$ cat src/rtl/assert_macros.svh
// Assertion macros used by the top-level parser.
`ifndef ASSERT_MACROS_SVH
`define ASSERT_MACROS_SVH

// Same-cycle implication, disabled during reset.
`define ASSERT_SAME(label, clk, rst_n, ante, cons) \
  label: assert property (@(posedge clk) disable iff (!rst_n) (ante) |-> (cons)) \
    else $error("same-cycle check failed");

// Next-cycle implication, disabled during reset.
`define ASSERT_NEXT(label, clk, rst_n, ante, cons) \
  label: assert property (@(posedge clk) disable iff (!rst_n) (ante) |=> (cons)) \
    else $error("next-cycle check failed");

`endif

$ cat src/rtl/hrlp_pkg.sv
`default_nettype none

package hrlp_pkg;

  // Default circular buffer size that offsets are taken modulo.
  localparam int BUFFER_SIZE_DEF = 4096;

  // Field widths of one result beat.
  localparam int OFF_W = 12;
  localparam int VER_W = 10;

  localparam logic [VER_W-1:0] VER_MAX = 10'd999;

  // Characters the recogniser looks for.
  localparam logic [7:0] CH_CR    = 8'h0d;
  localparam logic [7:0] CH_LF    = 8'h0a;
  localparam logic [7:0] CH_SP    = 8'h20;
  localparam logic [7:0] CH_A     = "A";
  localparam logic [7:0] CH_Z     = "Z";
  localparam logic [7:0] CH_SLASH = "/";
  localparam logic [7:0] CH_DOT   = ".";
  localparam logic [7:0] CH_0     = "0";
  localparam logic [7:0] CH_1     = "1";
  localparam logic [7:0] CH_9     = "9";
  localparam logic [7:0] CH_D     = "D";
  localparam logic [7:0] CH_E     = "E";
  localparam logic [7:0] CH_G     = "G";
  localparam logic [7:0] CH_H     = "H";
  localparam logic [7:0] CH_O     = "O";
  localparam logic [7:0] CH_P     = "P";
  localparam logic [7:0] CH_S     = "S";
  localparam logic [7:0] CH_T     = "T";

  typedef enum logic [3:0] {
    PS_START,
    PS_METHOD,
    PS_SP_BEFORE_URI,
    PS_URI,
    PS_HTTP,
    PS_H,
    PS_HT,
    PS_HTT,
    PS_HTTP_SLASH,
    PS_FIRST_MAJOR,
    PS_MAJOR,
    PS_FIRST_MINOR,
    PS_MINOR,
    PS_SP_AFTER,
    PS_ALMOST
  } pstate_t;

  typedef enum logic [1:0] {
    STAT_NEED_MORE   = 2'd0,
    STAT_DONE        = 2'd1,
    STAT_BAD_METHOD  = 2'd2,
    STAT_BAD_REQUEST = 2'd3
  } stat_t;

  typedef enum logic [1:0] {
    METH_UNKNOWN = 2'd0,
    METH_GET     = 2'd1,
    METH_POST    = 2'd2,
    METH_HEAD    = 2'd3
  } meth_t;

  // One result beat.
  typedef struct packed {
    stat_t             status;
    meth_t             method_code;
    logic [VER_W-1:0]  version_major;
    logic [VER_W-1:0]  version_minor;
    logic [OFF_W-1:0]  start_offset;
    logic [OFF_W-1:0]  method_end_offset;
    logic [OFF_W-1:0]  uri_start_offset;
    logic [OFF_W-1:0]  uri_end_offset;
    logic [OFF_W-1:0]  end_offset;
  } res_t;

endpackage

`default_nettype wire

$ cat src/rtl/hrlp_fsm.sv
`default_nettype none

module hrlp_fsm #(
  parameter int BUFFER_SIZE = hrlp_pkg::BUFFER_SIZE_DEF
) (
  input  wire logic          clk,
  input  wire logic          rst_n,
  input  wire logic          step_en,
  input  wire logic [7:0]    data_byte,
  output hrlp_pkg::res_t     res
);

  localparam int PW    = (BUFFER_SIZE > 1) ? $clog2(BUFFER_SIZE) : 1;
  localparam int OFF_W = hrlp_pkg::OFF_W;
  localparam int VER_W = hrlp_pkg::VER_W;
  localparam logic [PW-1:0] POS_LAST = PW'(BUFFER_SIZE - 1);

  // Multiply by ten and add a digit, saturating at the version limit.
  function automatic logic [VER_W-1:0] ver_step(input logic [VER_W-1:0] acc,
                                                input logic [7:0] ch);
    logic [VER_W+3:0] sum;
    logic [7:0]       dig;
    dig = ch - hrlp_pkg::CH_0;
    sum = ({4'd0, acc} << 3) + ({4'd0, acc} << 1) + {{(VER_W-4){1'b0}}, dig};
    ver_step = (sum > {4'd0, hrlp_pkg::VER_MAX}) ? hrlp_pkg::VER_MAX : sum[VER_W-1:0];
  endfunction

  hrlp_pkg::pstate_t    state_r, state_s, state_nxt;
  logic [PW-1:0]        pos_r, pos_nxt;
  logic [3:0][7:0]      mchars_r, mchars_s, mchars_nxt;
  logic [2:0]           mlen_r, mlen_s, mlen_nxt;
  hrlp_pkg::meth_t      mclass_r, mclass_s, mclass_nxt;
  logic [VER_W-1:0]     major_r, major_s, major_nxt;
  logic [VER_W-1:0]     minor_r, minor_s, minor_nxt;
  logic [OFF_W-1:0]     start_r, start_s, start_nxt;
  logic [OFF_W-1:0]     mend_r, mend_s, mend_nxt;
  logic [OFF_W-1:0]     ustart_r, ustart_s, ustart_nxt;
  logic [OFF_W-1:0]     uend_r, uend_s, uend_nxt;
  logic [OFF_W-1:0]     end_r, end_s, end_nxt;
  logic                 eseen_r, eseen_s, eseen_nxt;
  hrlp_pkg::stat_t      status;

  logic [PW+OFF_W-1:0]  pos_ext, prev_ext;
  logic [PW-1:0]        prev_pos;
  logic [OFF_W-1:0]     pos_off, prev_off;
  logic                 is_upper, is_digit, is_sp;

  // Current and previous buffer offsets, wrapped and cut to the offset width.
  always_comb begin
    prev_pos = (pos_r == '0) ? POS_LAST : pos_r - PW'(1);
    pos_ext  = {{OFF_W{1'b0}}, pos_r};
    prev_ext = {{OFF_W{1'b0}}, prev_pos};
    pos_off  = pos_ext[OFF_W-1:0];
    prev_off = prev_ext[OFF_W-1:0];
    pos_nxt  = (pos_r == POS_LAST) ? '0 : pos_r + PW'(1);
  end

  assign is_upper = (data_byte >= hrlp_pkg::CH_A) && (data_byte <= hrlp_pkg::CH_Z);
  assign is_digit = (data_byte >= hrlp_pkg::CH_0) && (data_byte <= hrlp_pkg::CH_9);
  assign is_sp    = (data_byte == hrlp_pkg::CH_SP);

  // Recogniser step: next state, captured fields and the beat status.
  always_comb begin
    state_s  = state_r;
    mchars_s = mchars_r;
    mlen_s   = mlen_r;
    mclass_s = mclass_r;
    major_s  = major_r;
    minor_s  = minor_r;
    start_s  = start_r;
    mend_s   = mend_r;
    ustart_s = ustart_r;
    uend_s   = uend_r;
    end_s    = end_r;
    eseen_s  = eseen_r;
    status   = hrlp_pkg::STAT_NEED_MORE;

    unique case (state_r)
      hrlp_pkg::PS_START: begin
        start_s = pos_off;
        if (data_byte == hrlp_pkg::CH_CR || data_byte == hrlp_pkg::CH_LF) begin
          state_s = hrlp_pkg::PS_START;
        end else if (!is_upper && !is_sp) begin
          status = hrlp_pkg::STAT_BAD_METHOD;
        end else begin
          mchars_s = {24'd0, data_byte};
          mlen_s   = 3'd1;
          state_s  = hrlp_pkg::PS_METHOD;
        end
      end
      hrlp_pkg::PS_METHOD: begin
        if (is_sp) begin
          mend_s   = pos_off;
          mclass_s = hrlp_pkg::METH_UNKNOWN;
          if (mlen_r == 3'd3) begin
            if (mchars_r[0] == hrlp_pkg::CH_G && mchars_r[1] == hrlp_pkg::CH_E &&
                mchars_r[2] == hrlp_pkg::CH_T) begin
              mclass_s = hrlp_pkg::METH_GET;
            end
          end else if (mlen_r == 3'd4) begin
            if (mchars_r[0] == hrlp_pkg::CH_P && mchars_r[1] == hrlp_pkg::CH_O &&
                mchars_r[2] == hrlp_pkg::CH_S && mchars_r[3] == hrlp_pkg::CH_T) begin
              mclass_s = hrlp_pkg::METH_POST;
            end else if (mchars_r[0] == hrlp_pkg::CH_H && mchars_r[1] == hrlp_pkg::CH_E &&
                         mchars_r[2] == hrlp_pkg::CH_A && mchars_r[3] == hrlp_pkg::CH_D) begin
              mclass_s = hrlp_pkg::METH_HEAD;
            end
          end
          state_s = hrlp_pkg::PS_SP_BEFORE_URI;
        end else if (!is_upper) begin
          status = hrlp_pkg::STAT_BAD_METHOD;
        end else begin
          // Only the first four letters are kept; the length saturates at seven.
          if (mlen_r < 3'd4) mchars_s[mlen_r[1:0]] = data_byte;
          if (mlen_r < 3'd7) mlen_s = mlen_r + 3'd1;
        end
      end
      hrlp_pkg::PS_SP_BEFORE_URI: begin
        if (data_byte == hrlp_pkg::CH_SLASH) begin
          ustart_s = pos_off;
          state_s  = hrlp_pkg::PS_URI;
        end else if (!is_sp) begin
          status = hrlp_pkg::STAT_BAD_REQUEST;
        end
      end
      hrlp_pkg::PS_URI: begin
        if (is_sp) begin
          uend_s  = pos_off;
          state_s = hrlp_pkg::PS_HTTP;
        end
      end
      hrlp_pkg::PS_HTTP: begin
        if (data_byte == hrlp_pkg::CH_H) state_s = hrlp_pkg::PS_H;
        else if (!is_sp) status = hrlp_pkg::STAT_BAD_REQUEST;
      end
      hrlp_pkg::PS_H: begin
        if (data_byte == hrlp_pkg::CH_T) state_s = hrlp_pkg::PS_HT;
        else status = hrlp_pkg::STAT_BAD_REQUEST;
      end
      hrlp_pkg::PS_HT: begin
        if (data_byte == hrlp_pkg::CH_T) state_s = hrlp_pkg::PS_HTT;
        else status = hrlp_pkg::STAT_BAD_REQUEST;
      end
      hrlp_pkg::PS_HTT: begin
        if (data_byte == hrlp_pkg::CH_P) state_s = hrlp_pkg::PS_HTTP_SLASH;
        else status = hrlp_pkg::STAT_BAD_REQUEST;
      end
      hrlp_pkg::PS_HTTP_SLASH: begin
        if (data_byte == hrlp_pkg::CH_SLASH) state_s = hrlp_pkg::PS_FIRST_MAJOR;
        else status = hrlp_pkg::STAT_BAD_REQUEST;
      end
      hrlp_pkg::PS_FIRST_MAJOR: begin
        if (data_byte < hrlp_pkg::CH_1 || data_byte > hrlp_pkg::CH_9) begin
          status = hrlp_pkg::STAT_BAD_REQUEST;
        end else begin
          major_s = ver_step('0, data_byte);
          state_s = hrlp_pkg::PS_MAJOR;
        end
      end
      hrlp_pkg::PS_MAJOR: begin
        if (data_byte == hrlp_pkg::CH_DOT) state_s = hrlp_pkg::PS_FIRST_MINOR;
        else if (!is_digit) status = hrlp_pkg::STAT_BAD_REQUEST;
        else major_s = ver_step(major_r, data_byte);
      end
      hrlp_pkg::PS_FIRST_MINOR: begin
        if (!is_digit) begin
          status = hrlp_pkg::STAT_BAD_REQUEST;
        end else begin
          minor_s = ver_step('0, data_byte);
          state_s = hrlp_pkg::PS_MINOR;
        end
      end
      hrlp_pkg::PS_MINOR: begin
        if (data_byte == hrlp_pkg::CH_CR) state_s = hrlp_pkg::PS_ALMOST;
        else if (data_byte == hrlp_pkg::CH_LF) status = hrlp_pkg::STAT_DONE;
        else if (is_sp) state_s = hrlp_pkg::PS_SP_AFTER;
        else if (!is_digit) status = hrlp_pkg::STAT_BAD_REQUEST;
        else minor_s = ver_step(minor_r, data_byte);
      end
      hrlp_pkg::PS_SP_AFTER: begin
        if (data_byte == hrlp_pkg::CH_CR) state_s = hrlp_pkg::PS_ALMOST;
        else if (data_byte == hrlp_pkg::CH_LF) status = hrlp_pkg::STAT_DONE;
        else if (!is_sp) status = hrlp_pkg::STAT_BAD_REQUEST;
      end
      hrlp_pkg::PS_ALMOST: begin
        // The CR was the previous byte; its offset is reported even on error.
        end_s   = prev_off;
        eseen_s = 1'b1;
        status  = (data_byte == hrlp_pkg::CH_LF) ? hrlp_pkg::STAT_DONE
                                                 : hrlp_pkg::STAT_BAD_REQUEST;
      end
      default: begin
        status = hrlp_pkg::STAT_BAD_REQUEST;
      end
    endcase

    // A line ended by a lone LF takes the LF's offset.
    if (status == hrlp_pkg::STAT_DONE && !eseen_s) end_s = pos_off;
  end

  // Result beat from the updated fields.
  always_comb begin
    res.status            = status;
    res.method_code       = mclass_s;
    res.version_major     = major_s;
    res.version_minor     = minor_s;
    res.start_offset      = start_s;
    res.method_end_offset = mend_s;
    res.uri_start_offset  = ustart_s;
    res.uri_end_offset    = uend_s;
    res.end_offset        = end_s;
  end

  // After a finished line or an error, all but the position returns to reset.
  always_comb begin
    if (status != hrlp_pkg::STAT_NEED_MORE) begin
      state_nxt  = hrlp_pkg::PS_START;
      mchars_nxt = '0;
      mlen_nxt   = '0;
      mclass_nxt = hrlp_pkg::METH_UNKNOWN;
      major_nxt  = '0;
      minor_nxt  = '0;
      start_nxt  = '0;
      mend_nxt   = '0;
      ustart_nxt = '0;
      uend_nxt   = '0;
      end_nxt    = '0;
      eseen_nxt  = 1'b0;
    end else begin
      state_nxt  = state_s;
      mchars_nxt = mchars_s;
      mlen_nxt   = mlen_s;
      mclass_nxt = mclass_s;
      major_nxt  = major_s;
      minor_nxt  = minor_s;
      start_nxt  = start_s;
      mend_nxt   = mend_s;
      ustart_nxt = ustart_s;
      uend_nxt   = uend_s;
      end_nxt    = end_s;
      eseen_nxt  = eseen_s;
    end
  end

  // Recogniser state, advanced once per beat that moves to the output register.
  always_ff @(posedge clk) begin
    if (!rst_n) begin
      state_r  <= hrlp_pkg::PS_START;
      pos_r    <= '0;
      mchars_r <= '0;
      mlen_r   <= '0;
      mclass_r <= hrlp_pkg::METH_UNKNOWN;
      major_r  <= '0;
      minor_r  <= '0;
      start_r  <= '0;
      mend_r   <= '0;
      ustart_r <= '0;
      uend_r   <= '0;
      end_r    <= '0;
      eseen_r  <= 1'b0;
    end else if (step_en) begin
      state_r  <= state_nxt;
      pos_r    <= pos_nxt;
      mchars_r <= mchars_nxt;
      mlen_r   <= mlen_nxt;
      mclass_r <= mclass_nxt;
      major_r  <= major_nxt;
      minor_r  <= minor_nxt;
      start_r  <= start_nxt;
      mend_r   <= mend_nxt;
      ustart_r <= ustart_nxt;
      uend_r   <= uend_nxt;
      end_r    <= end_nxt;
      eseen_r  <= eseen_nxt;
    end
  end

endmodule

`default_nettype wire

$ cat src/rtl/http_request_line_parser.sv
// Channel   Direction  Ports
// in_       input      in_valid, in_ready, in_data_byte
// out_      output     out_valid, out_ready, out_status, out_method_code,
//                      out_version_major/minor, out_*_offset
//
// Every input beat gives exactly one result beat, by way of the input and
// output registers; one beat is taken per cycle while the output is drained.
// The rate is set by the single recogniser step between the input register
// and the output register. Reset (rst_n low, synchronous) empties both
// registers and returns the recogniser to its start state at offset zero.
// A stalled output holds its beat; the input register keeps taking a beat
// whenever the beat it holds moves on in the same cycle.
`default_nettype none

module http_request_line_parser #(
  parameter int BUFFER_SIZE = hrlp_pkg::BUFFER_SIZE_DEF
) (
  input  wire logic                         clk,
  input  wire logic                         rst_n,
  input  wire logic                         in_valid,
  output logic                              in_ready,
  input  wire logic [7:0]                   in_data_byte,
  output logic                              out_valid,
  input  wire logic                         out_ready,
  output logic [1:0]                        out_status,
  output logic [1:0]                        out_method_code,
  output logic [hrlp_pkg::VER_W-1:0]        out_version_major,
  output logic [hrlp_pkg::VER_W-1:0]        out_version_minor,
  output logic [hrlp_pkg::OFF_W-1:0]        out_start_offset,
  output logic [hrlp_pkg::OFF_W-1:0]        out_method_end_offset,
  output logic [hrlp_pkg::OFF_W-1:0]        out_uri_start_offset,
  output logic [hrlp_pkg::OFF_W-1:0]        out_uri_end_offset,
  output logic [hrlp_pkg::OFF_W-1:0]        out_end_offset
);

  logic            s1_valid_r, s1_valid_nxt;
  logic [7:0]      s1_byte_r;
  logic            out_valid_r, out_valid_nxt;
  hrlp_pkg::res_t  res_r;
  hrlp_pkg::res_t  step_res;
  logic            advance;

  // A beat moves on when the output register is empty or being emptied.
  assign advance  = s1_valid_r && (!out_valid_r || out_ready);
  assign in_ready = !s1_valid_r || advance;

  always_comb begin
    s1_valid_nxt  = (in_valid && in_ready) ? 1'b1 : (advance ? 1'b0 : s1_valid_r);
    out_valid_nxt = advance ? 1'b1 : ((out_ready) ? 1'b0 : out_valid_r);
  end

  // Input register.
  always_ff @(posedge clk) begin
    if (!rst_n) begin
      s1_valid_r <= 1'b0;
    end else begin
      s1_valid_r <= s1_valid_nxt;
    end
    if (in_valid && in_ready) s1_byte_r <= in_data_byte;
  end

  hrlp_fsm #(
    .BUFFER_SIZE (BUFFER_SIZE)
  ) u_fsm (
    .clk       (clk),
    .rst_n     (rst_n),
    .step_en   (advance),
    .data_byte (s1_byte_r),
    .res       (step_res)
  );

  // Output register.
  always_ff @(posedge clk) begin
    if (!rst_n) begin
      out_valid_r <= 1'b0;
    end else begin
      out_valid_r <= out_valid_nxt;
    end
    if (advance) res_r <= step_res;
  end

  assign out_valid             = out_valid_r;
  assign out_status            = res_r.status;
  assign out_method_code       = res_r.method_code;
  assign out_version_major     = res_r.version_major;
  assign out_version_minor     = res_r.version_minor;
  assign out_start_offset      = res_r.start_offset;
  assign out_method_end_offset = res_r.method_end_offset;
  assign out_uri_start_offset  = res_r.uri_start_offset;
  assign out_uri_end_offset    = res_r.uri_end_offset;
  assign out_end_offset        = res_r.end_offset;

`include "assert_macros.svh"

  // A finished line always carries a non-zero major version.
  `ASSERT_SAME(a_done_major, clk, rst_n, out_valid_r && res_r.status == hrlp_pkg::STAT_DONE, res_r.version_major != '0)
  // A bad method is reported before any method is classed.
  `ASSERT_SAME(a_badmeth_cls, clk, rst_n, out_valid_r && res_r.status == hrlp_pkg::STAT_BAD_METHOD, res_r.method_code == hrlp_pkg::METH_UNKNOWN)
  // A beat handed on always lands in the output register.
  `ASSERT_NEXT(a_adv_lands, clk, rst_n, advance, out_valid_r)
  // A held input beat keeps its byte while it waits.
  `ASSERT_NEXT(a_s1_hold, clk, rst_n, s1_valid_r && !advance, s1_valid_r && $stable(s1_byte_r))

endmodule

`default_nettype wire
$ cat config.mk
export PLATFORM = sky130hd
export DESIGN_NAME = http_request_line_parser
export DESIGN_NICKNAME = d
export VERILOG_FILES = /design/src/rtl/hrlp_pkg.sv /design/src/rtl/hrlp_fsm.sv /design/src/rtl/http_request_line_parser.sv
export VERILOG_INCLUDE_DIRS = /design/src /design/src/rtl
export SDC_FILE = /design/constraint.sdc
export NUM_CORES = 1
export LEC_CHECK = 0
export BUFFER_PORTS_ARGS = -buffer_cell sky130_fd_sc_hd__buf_4
export CELL_PAD_IN_SITES_DETAIL_PLACEMENT = 2
export CELL_PAD_IN_SITES_GLOBAL_PLACEMENT = 2
export CORE_MARGIN = 5
export CORE_UTILIZATION = 40
export DETAILED_ROUTE_END_ITERATION = 8
export GPL_TIMING_DRIVEN = 1
export MAX_ROUTING_LAYER = met4
export PLACE_DENSITY_LB_ADDON = 0.15
export SETUP_SLACK_MARGIN = 0.1
export SLEW_MARGIN = 5
export SYNTH_ARGS = -nofsm -noshare
export SYNTH_HDL_FRONTEND = slang
export SYNTH_SLANG_ARGS = --single-unit
$ cat constraint.sdc
create_clock -name clk -period 5.7 [get_ports clk]
set_input_delay 0.855 -clock clk [delete_from_list [all_inputs] [get_ports clk]]
set_output_delay 0.855 -clock clk [all_outputs]
set_load 0.03 [all_outputs]
==> impl_metrics.tcl, run 1 <==
set metrics [dict create \
    drv_slew 0 \
    cp_slowest_cell "edfxtp_1" \
    synth_area_sq_mm 0.0124 \
    path_class "reg -> reg" \
    die_h_um 186 \
    grt_pass1_wl_um 63600 \
    drtPass1Iterations 7 \
    final-seq-area_sq_mm 0.00549 \
    r2r_cells 12 \
    cp_top_family "compound AO/OA/AOI/OAI gates" \
    cp_max_fo 16 \
    initial_core_util_pct 40.6 \
    ant_nets 0 \
    die-area_sq_mm 0.0347 \
    avgSynthCellArea_sq_um 10.3 \
    synth_top_area_share_pct 22.2 \
    synth_area_leader_cell "edfxtp_1" \
    min_path_cells 2 \
    port_buffers 97 \
    yosys_warnings 0 \
    finalSetupViolations 0 \
    hold_buffers 0 \
    grt-ovfl-total 0 \
    routed_wl_um 40800 \
    cts_resized 0 \
    arrival_ps 5020 \
    cts_root_buf "clkbuf_16" \
    r2r_slack_ps 1110 \
    grtUsageTotal_pct 23.9 \
    finalClockSkew_ps 22.3 \
    worst_r2r_endpoint "u_fsm.minor_r[1]" \
    core_area_sq_mm 0.0306 \
    synth_most_common_cell "dfxtp_1" \
    crit_path_frequent_cell "a21oi_1" \
    grt_pass1_vias 10900 \
    gp_congestion 0.823 \
    critPathLaunchType "register" \
    outcome "finished clean" \
    clock_sinks 228 \
    syn_nets 1273 \
    routed_via_density 5.91 \
    synth_area_leaders "edfxtp_1 (22%), dfxtp_1 (22%), a22oi_2 (4.7%)" \
    r2r-start "s1_byte_r[6]" \
    clk_pin_slew_ps 60 \
    peakVddDrop_uv 278 \
    synth_edf_count 92 \
    nFillCells 3196 \
    post_drt_wl_per_cell_um 24.1 \
    rows 64 \
    htreeDepth 1 \
    num_io_pins 98 \
    die_w_um 186 \
    post-route-drc-count 0 \
    cts_buffer_depth 3 \
    crit_path_end_kind "register" \
    hold_viol 0 \
    hold_start "u_fsm.mchars_r[5]" \
    rsz0062_at_grt "false" \
    insertion_delay_ps 560 \
    slew_headroom_pct 20.3 \
    worstPathCellList "a21oi_1 > xnor2_1 > fa_1 > inv_1 > ha_1 > o21a_1 > o32ai_1 > a21oi_1 > o41ai_1 > o2111ai_1 > or4b_1 > a22o_1" \
    p_per_area_mw_per_mm2 270 \
    ys_seq_elements 228 \
    vias 10000 \
    synthArstFlopShare_pct 0 \
    synth.distinct_cells 93 \
    first_iter_violations 669 \
    period_needed_ps 4590 \
    drive_above_1_share_pct 25.4 \
    multi_input_area_sq_mm 0.00640 \
    leakagePower_nw 5.34 \
    dominantRegCellSynth "dfxtp_1" \
    grt_max_degree 58 \
    ys_seq_area_share_pct 44.2 \
    worstPathRequired_ps 6130 \
    antenna_found_initial 0 \
    post_cts_buffers 0 \
    fmax_ghz 0.218 \
    cts_buffers 27 \
    worstHoldEndpoint "u_fsm.mchars_r[5]" \
    fin_setup_tns_ps 0 \
    worst_pin_slew_ps 1200 \
    hold_path_class "reg -> reg" \
    instances_no_fill 1694 \
    area_growth_pct 15.6 \
    finalCritPeriodShare_pct 80.6 \
    cts_tree "yes" \
    drv_cap 0 \
    yosys-top-cells-count "dfxtp_1 (136), nand2_1 (94), edfxtp_1 (92)" \
    layout.nets 1343 \
    dpl.cell_count 1643 \
    critical_path_buf_inv_count 1 \
    synth_cells 1206 \
    worst_path_largest_cell_delay_ps 690 \
    place_hpwl_um 27400 \
]
[state kept, by name (all words and copies together) (netlist names), 10 cells and up]
name and cells:
out_version_major 10, u_fsm.pos_off 12, u_fsm.mend_r 12, out_uri_end_offset 12, u_fsm.start_r 12, u_fsm.uend_r 12
u_fsm.minor_r 10, out_end_offset 12, u_fsm.ustart_r 12, u_fsm.mchars_r 32, u_fsm.end_r 12, out_uri_start_offset 12
out_version_minor 10, u_fsm.major_r 10, out_method_end_offset 12, out_start_offset 12
[worst max-delay path by stage]
stage            startpoint                   end  slack [ps]  cells past startpoint
6_report       s1_byte_r[6]      u_fsm.minor_r[1]        1110                     12
3_5_place_dp   s1_byte_r[4]  out_version_major[0]        1230                     13
2_1_floorplan     out_ready      u_fsm.minor_r[2]        1010                     10
3_3_place_gp   s1_byte_r[4]  out_version_major[0]        1370                     12
5_1_grt        s1_byte_r[6]  out_version_minor[9]         820                     12
4_1_cts        s1_byte_r[6]      u_fsm.minor_r[2]        1210                     12
[where the power goes]
group / total [mW] / leakage [nW] / switching [mW] / internal [mW]
logic: 0.321 / 2.92 / 0.221 / 0.0995
clock network: 1.80 / 0.455 / 0.749 / 1.05
registers: 1.76 / 1.96 / 0.0354 / 1.73
total: 3.88 / 5.34 / 1.01 / 2.87
[per-layer routing]
| layer | GRT usage (%) | vias to the layer above | routed length (um) |
|---|---|---|---|
| met1 | 31.9 | 5169 | 18800 |
| met5 | - | - | 0 |
| met3 | 2.45 | 52 | 1250 |
| li1 | - | 4631 | - |
| met2 | 39.8 | 168 | 19900 |
| met4 | 5.25 | 0 | 813 |
[layout by cell type, fill, tap and decap left out, drive strengths merged, types with 34 or more instances in the layout]
cell    instances
nor2b          58
a21oi          59
a22oi          56
buf           110
edfxtp         92
clkbuf         34
o21ai          63
mux2           45
nor2           73
ha             43
dfxtp         136
inv            63
nand2          97
[cell families (layout without fill, tap and decap cells)]
group                      count (synthesis)  after routing  share of synthesized area, %
buffers and inverters                    128            219                          4.55
xor gates and xnor gates                  15             15                          1.06
other                                      0              1                             0
AOI/OAI and AO/OA                        328            328                          20.5
adders and majority gates                 55             55                          6.27
muxes                                     53             53                          4.72
DFF                                      228            228                          44.2
and+or+nand+nor                          399            399                          18.7
[worst register-to-register path, cell delays in order, from the launching register on]
cell       delay, ps
edfxtp_1         690
a21oi_1          110
xnor2_1          570
fa_1             530
inv_1             70
ha_1             300
o21a_1           260
o32ai_1          130
a21oi_1          110
o41ai_1          520
o2111ai_1        400
or4b_1           580
a22o_1           200
[metrics by stage]
step           hold slack, ps  instance area, sq um  setup slack, ps  power (mW)  utilization [%]
2_1_floorplan             424                 12400             1010        2.00                -
3_3_place_gp              441                 13400             1370        2.11             43.9
3_5_place_dp              448                 13400             1230        2.12             43.9
4_1_cts                   453                 14400             1210        3.92             47.0
5_1_grt                   457                 14400              820        4.01             47.0
6_report                  463                 14400             1110        3.88             47.0
[cell type report]
class | count | area share (%)
Clock inverter | 16 | 1.22
Antenna cell | 1 | 0.0174
Tap cell | 396 | 3.45
Sequential cell | 228 | 38.2
Multi-Input combinational cell | 850 | 44.6
Clock buffer | 34 | 5.25
Inverter | 59 | 1.56
Timing Repair Buffer | 110 | 5.75
No activity file was read; power rests on OpenSTA's default activity.
==> run 2: changes to the inputs <==
--- a/config.mk
+++ b/config.mk
@@ -10,7 +10,7 @@
 export CELL_PAD_IN_SITES_DETAIL_PLACEMENT = 2
 export CELL_PAD_IN_SITES_GLOBAL_PLACEMENT = 2
 export CORE_MARGIN = 5
-export CORE_UTILIZATION = 40
+export CORE_UTILIZATION = 36
 export DETAILED_ROUTE_END_ITERATION = 8
 export GPL_TIMING_DRIVEN = 1
 export MAX_ROUTING_LAYER = met4
==> constraint.sdc (replaced) <==
create_clock -name clk -period 3.75 [get_ports clk]
set_input_delay 0.5625 -clock clk [delete_from_list [all_inputs] [get_ports clk]]
set_output_delay 0.5625 -clock clk [all_outputs]
set_load 0.03 [all_outputs]
==> run 2 against run 1 <==
  * The run now ends with setup timing left
  * Sequential power is 52% higher
  * Hold slack lost 280 ps
  * Clock skew fell by 10 ps
  * Flip-flop and latch count stayed put
  * Wire length rose by 6.2%
  * Core utilization decreased by 1.1 points
  * Worst setup slack worse by 1200 ps
  * Cell area rose by 9.6%
  * Critical path depth is 1 higher
  * Combinational power grew 83%
==> impl_metrics.tcl, run 2 (synthesis gave the netlist of run 1 again) <==
set metrics [dict create \
    nFillCells 3567 \
    post-route-drc-count 0 \
    critical_path_buf_inv_count 4 \
    antenna_found_initial 0 \
    drv_cap 0 \
    leakagePower_nw 5.92 \
    top_register "u_fsm.mchars_r" \
    violations "setup timing" \
    finalClockSkew_ps 12.3 \
    cts_root_buf "clkbuf_16" \
    layout.nets 1438 \
    fin_setup_tns_ps -117 \
    worst_path_largest_cell_delay_ps 540 \
    diodes 0 \
    grtUsageTotal_pct 22.0 \
    grt_pass1_vias 11000 \
    outcome "finished with violations" \
    cts_buffers 28 \
    cts_tree "yes" \
    worstPathRequired_ps 4060 \
    drive_above_1_share_pct 35.5 \
    grt_pass1_wl_um 66300 \
    cts_buffer_depth 3 \
    cp_max_fo 6 \
    final-seq-area_sq_mm 0.00549 \
    place_hpwl_um 30300 \
    dpl.cell_count 1774 \
    grt.met3_usage_pct 2.34 \
    instances_no_fill 1848 \
    post_drt_wl_per_cell_um 23.4 \
    core_area_sq_mm 0.0343 \
    p_per_area_mw_per_mm2 372 \
    drtPass1Iterations 5 \
    cp_slowest_cell "edfxtp_1" \
    cp_top_family "adder cells" \
    routed_wl_um 43300 \
    first_iter_violations 566 \
    largest_reg_flops 32 \
    met1_usage_pct 29.8 \
    busiest_layer "met2" \
    htreeDepth 1 \
    most-common-layout-cells "buf_4 (188), dfxtp_1 (136), nand2_1 (94), edfxtp_1 (92), nor2_1 (66)" \
    routed_via_density 5.57 \
    grt_max_degree 60 \
    finalSetupViolations 2 \
    hold_viol 0 \
    vias 10300 \
    hold_path_class "in -> reg" \
    grt-ovfl-total 0 \
    ant_nets 0 \
    peakVddDrop_uv 337 \
    multi_input_area_sq_mm 0.00694 \
    drv_slew 0 \
    die_w_um 196 \
    slew_headroom_pct 44.9 \
    area_growth_pct 26.7 \
    die-area_sq_mm 0.0383 \
    worst_hold_slack_ps 182 \
    path_class "reg -> reg" \
    die_h_um 196 \
    initial_core_util_pct 36.2 \
    period_needed_ps 3840 \
    worst_pin_slew_ps 827 \
    port_buffers 97 \
    crit_path_end_kind "register" \
    worst_slack_ps -91.5 \
    clock_sinks 228 \
    rows 68 \
    grtUsageMet2_pct 36.5 \
    num_io_pins 98 \
    finalCritPeriodShare_pct 102 \
    hold_buffers 0 \
    fmax_ghz 0.260 \
    gp_congestion 0.855 \
    clk_pin_slew_ps 60 \
    critPathLaunchType "register" \
    layout_commonest_cell "buf_4" \
    arrival_ps 4150 \
    worstPathCellList "inv_2 > ha_4 > inv_2 > buf_4 > fa_1 > inv_1 > ha_4 > o21a_1 > a211oi_2 > o21ai_0 > or3b_4 > or3_4 > o221a_4" \
    insertion_delay_ps 550 \
    rsz0062_at_grt "true" \
]
run 2: cell types whose count changed in the layout (fill, tap and decap cells not counted), sizes merged:
cell      before  now
clkinvlp       1    2
diode          1    0
inv           63   61
clkinv         9   11
buf          110  203
bufinv         2    0
clkbuf        34   38
run 2: worst paths after layout:
| path | depth (start not counted) | slack [ps] | start | end |
|---|---|---|---|---|
| min | 1 | 180 | in_data_byte[2] | s1_byte_r[2] |
| max | 13 | -90 | s1_byte_r[4] | out_version_major[0] |
| min reg2reg | 2 | 460 | u_fsm.mchars_r[5] | u_fsm.mchars_r[5] |
| max reg2reg | 13 | -90 | s1_byte_r[4] | out_version_major[0] |
run 2: power by group:
group	internal (mW)	switching (mW)	leakage, nW
clock	1.48	1.12	0.439
combinational	0.206	0.381	3.52
sequential	2.63	0.0415	1.96
run 2: per-stage QoR:
stage | setup WS (ps) | utilization (%) | power (mW) | cell area, sq um
2_1_floorplan | 76.6 | - | 3.05 | 12500
3_3_place_gp | 59.9 | 41.3 | 3.26 | 14200
3_5_place_dp | -99.8 | 41.3 | 3.27 | 14200
4_1_cts | -45.9 | 44.4 | 5.90 | 15200
5_1_grt | -190 | 45.9 | 6.07 | 15700
6_report | -91.5 | 45.9 | 5.85 | 15700
run 2: final cells by class:
type	instances	share of cell area, %
Sequential cell	228	34.9
Clock buffer	37	4.98
Clock inverter	15	0.668
Timing Repair Buffer	204	10.4
Tap cell	455	3.62
Inverter	59	1.42
Multi-Input combinational cell	850	44.1
run 2: repair_timing:
action / CTS / global route
cloned: 0 / 1
pin swaps: 13 / 33
setup buffers: 3 / 19
endpoints found under the hold margin: 0 / 0
resized for setup: 32 / 79
endpoints found under the setup margin: 26 / 49
run 2: layer usage:
metal / wire length, um / share of wire, %
met5: 0 / 0
met4: 767 / 1.8
met3: 1170 / 2.7
met2: 21300 / 49
met1: 20000 / 46
